[src/rtl/tfn_pkg.sv]
`default_nettype none
// ---------------------------------------------------------------------------
// tfn_pkg
// Shared types and widths for the triangle face normal pipeline.
// ---------------------------------------------------------------------------
package tfn_pkg;

  localparam int unsigned COORD_WIDTH = 24;
  localparam int unsigned EDGE_W      = COORD_WIDTH + 1;
  localparam int unsigned PROD_W      = 2 * EDGE_W;
  localparam int unsigned CROSS_W     = PROD_W + 1;
  localparam int unsigned MAG_W       = 2 * COORD_WIDTH + 1;
  localparam int unsigned HALF_W      = (MAG_W + 1) / 2;
  localparam int unsigned HI_W        = MAG_W - HALF_W;
  localparam int unsigned SQ_W        = 2 * MAG_W;
  localparam int unsigned LEN2_W      = SQ_W + 2;
  localparam int unsigned FRAC_BITS   = 14;
  localparam int unsigned K_W         = FRAC_BITS + 1;
  localparam int unsigned ACC_W       = LEN2_W + 2 * FRAC_BITS + 3;
  localparam int unsigned OUT_W       = 16;
  localparam int unsigned LANES       = 3;

  typedef struct packed {
    logic signed [COORD_WIDTH-1:0] ax;
    logic signed [COORD_WIDTH-1:0] ay;
    logic signed [COORD_WIDTH-1:0] az;
    logic signed [COORD_WIDTH-1:0] bx;
    logic signed [COORD_WIDTH-1:0] by_coord;
    logic signed [COORD_WIDTH-1:0] bz;
    logic signed [COORD_WIDTH-1:0] cx;
    logic signed [COORD_WIDTH-1:0] cy;
    logic signed [COORD_WIDTH-1:0] cz;
  } in_t;

  typedef struct packed {
    logic signed [OUT_W-1:0] nx;
    logic signed [OUT_W-1:0] ny;
    logic signed [OUT_W-1:0] nz;
    logic                    degenerate;
  } out_t;

endpackage
`default_nettype wire

[src/rtl/tfn_root_step.sv]
`default_nettype none
// ---------------------------------------------------------------------------
// tfn_root_step
// One restoring step of the quotient search: decides one bit of K such that
// K*K*len2 stays at or below the scaled square of the cross component.
// ---------------------------------------------------------------------------
module tfn_root_step #(
  parameter int unsigned BIT = 0
) (
  input  wire logic                            clk,
  input  wire logic                            en,
  input  wire logic [tfn_pkg::ACC_W-1:0]       rem_i,
  input  wire logic [tfn_pkg::ACC_W-1:0]       mul_i,
  input  wire logic [tfn_pkg::LEN2_W-1:0]      len2_i,
  input  wire logic [tfn_pkg::K_W-1:0]         k_i,
  output logic      [tfn_pkg::ACC_W-1:0]       rem_o,
  output logic      [tfn_pkg::ACC_W-1:0]       mul_o,
  output logic      [tfn_pkg::K_W-1:0]         k_o
);

  logic [tfn_pkg::ACC_W-1:0] len2_ext;
  logic [tfn_pkg::ACC_W-1:0] trial;
  logic                      take;
  logic [tfn_pkg::ACC_W-1:0] rem_nxt, rem_r;
  logic [tfn_pkg::ACC_W-1:0] mul_nxt, mul_r;
  logic [tfn_pkg::K_W-1:0]   k_nxt, k_r;

  // rem holds target - k*k*len2 and mul holds k*len2, so adding the bit
  // costs (2*k*bit + bit*bit)*len2, which is two shifted terms.
  always_comb begin
    len2_ext = tfn_pkg::ACC_W'(len2_i);
    trial    = (mul_i << (BIT + 1)) + (len2_ext << (2 * BIT));
    take     = (rem_i >= trial);
    rem_nxt  = take ? (rem_i - trial) : rem_i;
    mul_nxt  = take ? (mul_i + (len2_ext << BIT)) : mul_i;
    k_nxt    = take ? (k_i | (tfn_pkg::K_W'(1) << BIT)) : k_i;
  end

  always_ff @(posedge clk) begin
    if (en) begin
      rem_r <= rem_nxt;
      mul_r <= mul_nxt;
      k_r   <= k_nxt;
    end
  end

  assign rem_o = rem_r;
  assign mul_o = mul_r;
  assign k_o   = k_r;

endmodule
`default_nettype wire

[config.mk]
export PLATFORM = sky130hd
export DESIGN_NAME = tfn_root_step
export DESIGN_NICKNAME = d
export VERILOG_FILES = /design/src/rtl/tfn_pkg.sv /design/src/rtl/tfn_root_step.sv
export SDC_FILE = /design/constraint.sdc
export NUM_CORES = 1
export LEC_CHECK = 0
export BUFFER_PORTS_ARGS = -buffer_cell sky130_fd_sc_hd__buf_2
export CELL_PAD_IN_SITES_DETAIL_PLACEMENT = 1
export CELL_PAD_IN_SITES_GLOBAL_PLACEMENT = 1
export CORE_AREA = 3 3 305 368
export CTS_CLUSTER_DIAMETER = 60
export DETAILED_ROUTE_END_ITERATION = 16
export DIE_AREA = 0 0 308 371
export PLACE_DENSITY_LB_ADDON = 0.1
export SLEW_MARGIN = 10
export SYNTH_ARGS = -nofsm -noshare
export SYNTH_HDL_FRONTEND = slang
export SYNTH_SLANG_ARGS = --single-unit
export TNS_END_PERCENT = 1
[constraint.sdc]
create_clock -name clk -period 8.72 [get_ports clk]
set_clock_uncertainty 0.1 [all_clocks]
set_input_delay 1.744 -clock clk [delete_from_list [all_inputs] [get_ports clk]]
set_output_delay 1.744 -clock clk [all_outputs]
set_load 0.02 [all_outputs]
After elaboration in Yosys (flattened, before gate mapping)
Cells that the tools add are included.
- add/sub/neg operators: 3
- $lt $le $gt $ge: 1
- multiplexer cells: 2
- operators with widths (operator ; count):
    adder 131 x 100 -> 131 bit ; 2
    two-way mux 131 bit ; 2
    greater-or-equal comparator 131 bit ; 1
    subtractor 131 bit ; 1
- register bits after elaboration: 277
- bits of input ports: 379
- output and inout port bits: 277
- logic and storage cells: 10

Logic depth before layout (Yosys ltp)
- word-level depth: 3
- depth in mapped cells: 34
- mapped depth without buffers: 30

Least setup slack after synthesis
No wires, ideal clock.
- path kind: input to register
- start point: input mul_i[28] in the netlist's numbering
- end point: register mul_r, in the netlist mul_o[109] (data pin)
- arrival: 7.426 ns
- data required time: 8.357 ns
- slack: 0.931 ns
- cell stages on the path: 30
- path buffers: 5
- cell sequence: ha_1 > clkbuf_1 > a21oi_1 > o21ai_1 > nand2_1 > a21oi_1 > a2111oi_0 > a211oi_1 > o2111ai_1 > a21oi_1 > o21ai_1 > nor3_1 > o21a_1 > buf_2 > or2_1 > ha_1 > buf_2 > nand4_1 > or3_1 > nor3_1 > nand4_1 > or4_1 > nand3_1 > a31o_2 > buf_2 > nand4_1 > o22ai_2 > buf_2 > nand3_1 > xnor2_1
- longest elaborated chain between the ends: 3
- elaborated cells between the ends (all ways): 4
- classes of those cells: add/sub: 2; order compare: 1; mux: 1
- ends and longest elaborated chain (element ; RTL line ; text):
    from (decl) ; tfn_root_step.sv:13 ; input wire logic [tfn_pkg::ACC_W-1:0] mul_i,
    adder 131 x 100 -> 131 bit ; tfn_root_step.sv:32 ; trial = (mul_i << (BIT + 1)) + (len2_ext << (2 * BIT));
    greater-or-equal comparator 131 bit ; tfn_root_step.sv:33 ; take = (rem_i >= trial);
    two-way mux 131 bit (*) ; tfn_root_step.sv:35 ; mul_nxt = take ? (mul_i + (len2_ext << BIT)) : mul_i;
    named net mul_nxt, one bit ; tfn_root_step.sv:25 ; logic [tfn_pkg::ACC_W-1:0] mul_nxt, mul_r;
    to (signal assigned) ; tfn_root_step.sv:42 ; mul_r <= mul_nxt;
    to (decl) ; tfn_root_step.sv:25 ;
Mark *: on every way through the listed nets, which the timed path passes. The rest lies on a longest branch.
A chain may end at the register's enable or synchronous reset.

Worst setup path after layout
- start point: input mul_i[0] in the netlist's numbering
- end point: register mul_r, in the netlist mul_o[128] (data pin)
Same word-level chain as after synthesis.

==> impl_metrics.env <==
export IMPL_status="completed"
export IMPL_regArea_sq_um=8320
export IMPL_clockBufferDepth=3
export IMPL_critPathTopFamily="compound AO/OA/AOI/OAI gates"
export IMPL_gp_congestion=0.945
export IMPL_syn_inst=4185
export IMPL_worstMarginPinSlew_ns=1.06
export IMPL_ant_nets=0
export IMPL_cts_hold_buf=0
export IMPL_grt_pass1_wl_mm=238
export IMPL_drc_errors=0
export IMPL_fmax_ghz=0.120
export IMPL_dr_total_vias=36100
export IMPL_synth_top_family_by_area="compound AO/OA/AOI/OAI gates"
export IMPL_cts_sinks=277
export IMPL_hp_class="in2reg"
export IMPL_arrival_ns=8.62
export IMPL_yosysTopAreaCell="edfxtp_1"
export IMPL_die_w_um=308
export IMPL_dieArea_sq_um=114000
export IMPL_grt_pass1_vias=37700
export IMPL_critical_path_max_stage_delay_ns=0.48
export IMPL_worst_hold_path_endpoint="k_o[1]$_DFFE_PP_"
export IMPL_post_route_period_util=0.954
export IMPL_start_util=0.299
export IMPL_p_switching_uw=3630
export IMPL_ys_flop_type="edfxtp_1"
export IMPL_fill_cells=13400
export IMPL_comb_power_share=0.545
export IMPL_yosysWarnings=0
export IMPL_critPathKind="in2reg"
export IMPL_num_io_pins=656
export IMPL_clk_pin_slew_ns=0.06
export IMPL_sw_frac_of_total=0.438
export IMPL_p_seq_frac=0.223
export IMPL_synth_compound_area_frac=0.276
export IMPL_wl_mm=164
export IMPL_numCtsBuffers=45
export IMPL_maxSlewViolCount=0
export IMPL_cp_required_ns=9.01
export IMPL_power_uw=8280
export IMPL_dr_pass1_iters=5
export IMPL_p_clk_frac=0.232
export IMPL_synthArstFlopShare=0
export IMPL_coreArea_sq_um=109000
export IMPL_p_leak_uw=0.0191
export IMPL_peakVddDrop_uv=148
export IMPL_dp_hpwl_mm=141
export IMPL_whs_path_depth=1
export IMPL_worst_path_most_repeated_cell="buf_4"
export IMPL_cp_buffers_inverters=6
export IMPL_synth_edf_count=277
export IMPL_syn_area_sq_um=32600
export IMPL_yosysSeqAreaShare=0.255
export IMPL_synth_mux_area_frac=0.00207
export IMPL_synth_top_area_frac=0.255
export IMPL_grt_max_degree=106
export IMPL_setup_viol=0
export IMPL_area_growth_pct=31.8
export IMPL_dieHeight_um=371
export IMPL_synth_seq_cells=277
export IMPL_synth_fa_ha_area_frac=0.129
export IMPL_grt_overflow_total=0
export IMPL_cts_max_level=2
export IMPL_cts_tree="yes"
export IMPL_grt_util_all_layers=0.275
export IMPL_endpoint_kind="flip-flop"
export IMPL_synth_xor_area_share=0.101
export IMPL_portBuffers=655
export IMPL_hold_violations=0
export IMPL_multi_input_area_sq_um=23100
export IMPL_max_slew_margin=0.294
export IMPL_fin_tns_setup_ns=0
export IMPL_drt_iter0_drc=1862
export IMPL_nNetsFinal=5962
export IMPL_final_layout_size_suffix_gt1_frac=0.263
export IMPL_layout_min_cycle_time_ns=8.32
export IMPL_cp_max_fo=12
export IMPL_drv_cap=0
export IMPL_worstHoldStart="k_i[1]"
export IMPL_yosys_top_cells_area="edfxtp_1, ha_1, a21oi_1"
export IMPL_antenna_found_initial=18
export IMPL_wl_per_cell_um=24.4
export IMPL_intPower_uw=4650
export IMPL_cts_root_buf="clkbuf_16"
export IMPL_row_count=133
export IMPL_cp_start_kind="input pin"
export IMPL_holdWs_ns=1.18
export IMPL_powerDensity_nw_per_um2=193
export IMPL_ys_types=87
export IMPL_syn_nets=4897
export IMPL_avgSynthCellArea_sq_um=7.79
export IMPL_viasPerCell=5.39
export IMPL_cp_slowest_cell="o41ai_4"
export IMPL_synth_simple_area_share=0.197
==> routing by layer <==
layer  vias up  share of wire  track usage
met3       221          0.041       0.0327
met2       843           0.50        0.496
met5         -        0.00041            0
met1     17500           0.43        0.339
li1      17500              -            -
met4         8          0.035       0.0880
==> synth_stat cells, types with 8 or more instances <==
master / instances
nor3_1: 64
or3_1: 19
o211ai_1: 20
a31o_2: 8
nor2b_1: 38
o221ai_1: 10
a21oi_1: 614
and3_1: 32
a221oi_1: 15
a211oi_1: 14
a211o_1: 8
a21o_1: 188
inv_1: 104
nand3_1: 96
ha_1: 330
buf_2: 72
o21ai_1: 19
and4_1: 12
edfxtp_1: 277
a31oi_1: 46
o21ai_0: 283
clkbuf_1: 139
nor4_1: 19
nand2_1: 434
a221o_1: 8
nand2b_1: 34
a21boi_0: 15
o21a_1: 42
nand4_1: 149
xor2_1: 138
o21bai_1: 93
nor2_1: 437
and2_1: 17
xnor2_1: 239
o31ai_1: 24
or2_2: 14
==> worst max-delay path by stage <==
| stage | startpoint | end | slack [ns] | depth (start not counted) |
|---|---|---|---|---|
| 4_1_cts | mul_i[31] | mul_o[102]$_DFFE_PP_ | 0.04 | 35 |
| 3_5_place_dp | mul_i[31] | mul_o[102]$_DFFE_PP_ | -0.60 | 35 |
| 5_1_grt | mul_i[0] | rem_o[124]$_DFFE_PP_ | -0.03 | 36 |
| 2_1_floorplan | mul_i[28] | mul_o[109]$_DFFE_PP_ | 0.93 | 30 |
| 3_3_place_gp | mul_i[31] | mul_o[102]$_DFFE_PP_ | -0.58 | 35 |
| 6_report | mul_i[0] | mul_o[128]$_DFFE_PP_ | 0.40 | 34 |
==> cell usage in the layout, fill, tap and decap left out, types with 7 or more instances in the layout <==
| cell type | count |
|---|---|
| a221o_1 | 8 |
| edfxtp_1 | 277 |
| and4_1 | 12 |
| nor2_1 | 437 |
| a21oi_1 | 612 |
| or2_2 | 14 |
| o21ai_0 | 282 |
| nand4_1 | 149 |
| and2_1 | 17 |
| o31ai_1 | 23 |
| nor4_1 | 17 |
| nor3_1 | 61 |
| nor2b_1 | 38 |
| nand2b_1 | 34 |
| clkbuf_16 | 45 |
| ha_1 | 329 |
| or3_1 | 19 |
| xnor2_1 | 238 |
| o21ai_1 | 17 |
| o221ai_1 | 10 |
| buf_12 | 14 |
| a211o_1 | 8 |
| and3_1 | 31 |
| buf_4 | 568 |
| a31o_2 | 7 |
| a21boi_0 | 15 |
| xor2_1 | 138 |
| o21bai_1 | 93 |
| o21a_1 | 42 |
| a211oi_1 | 13 |
| diode_2 | 8 |
| a221oi_1 | 15 |
| nand3_1 | 93 |
| o211ai_1 | 20 |
| a31oi_1 | 45 |
| buf_2 | 654 |
| a21o_1 | 188 |
| inv_1 | 104 |
| nand2_1 | 434 |
==> cell families after synthesis <==
| logic type | after synthesis |
|---|---|
| XOR/XNOR | 377 |
| buffers and inverters | 323 |
| multiplexers | 6 |
| adder cells (fa/ha/maj) | 333 |
| flip-flops | 277 |
| AO/OA/AOI/OAI | 1477 |
| AND/OR/NAND/NOR | 1392 |
==> per-stage QoR <==
stage	cells	area [sq um]	setup slack, ns	util
final	6706	43000	0.399	0.394
after global routing	6703	43000	-0.0342	0.394
after CTS	6697	42800	0.0445	0.392
after detailed placement	6619	41300	-0.597	0.378
after global placement	6619	41300	-0.577	0.378
after floorplan	4185	32600	0.931	-
==> power by group through the flow <==
stage / Sequential, uW / Clock, uW / Combinational, uW
floorplan: 2090 / 0 / 2270
global placement: 1870 / 0 / 4460
detailed placement: 1870 / 0 / 4480
CTS: 1850 / 1970 / 4500
global route: 1860 / 2020 / 4900
finish: 1850 / 1920 / 4510
==> sequential cells by signal (all words and copies together), names as in the netlist <==
register,flops
k_o,15
mul_o,131
rem_o,131
==> repair_timing <==
action                                  CTS  global route
gates resized for setup                   0            28
buffers inserted                          0             1
endpoints found under the setup margin    0           258
==> final cells by class <==
| cell class | instances | share of cell area |
|---|---|---|
| timing repair buffer | 1237 | 0.182 |
| multi-input combinational | 3585 | 0.538 |
| clock inverter | 28 | 0.00891 |
| sequential | 277 | 0.194 |
| inverter | 104 | 0.00908 |
| antenna | 8 | 0.000466 |
| tap | 1417 | 0.0413 |
| clock buffer | 50 | 0.0266 |
(Power assumes the default switching activity.)
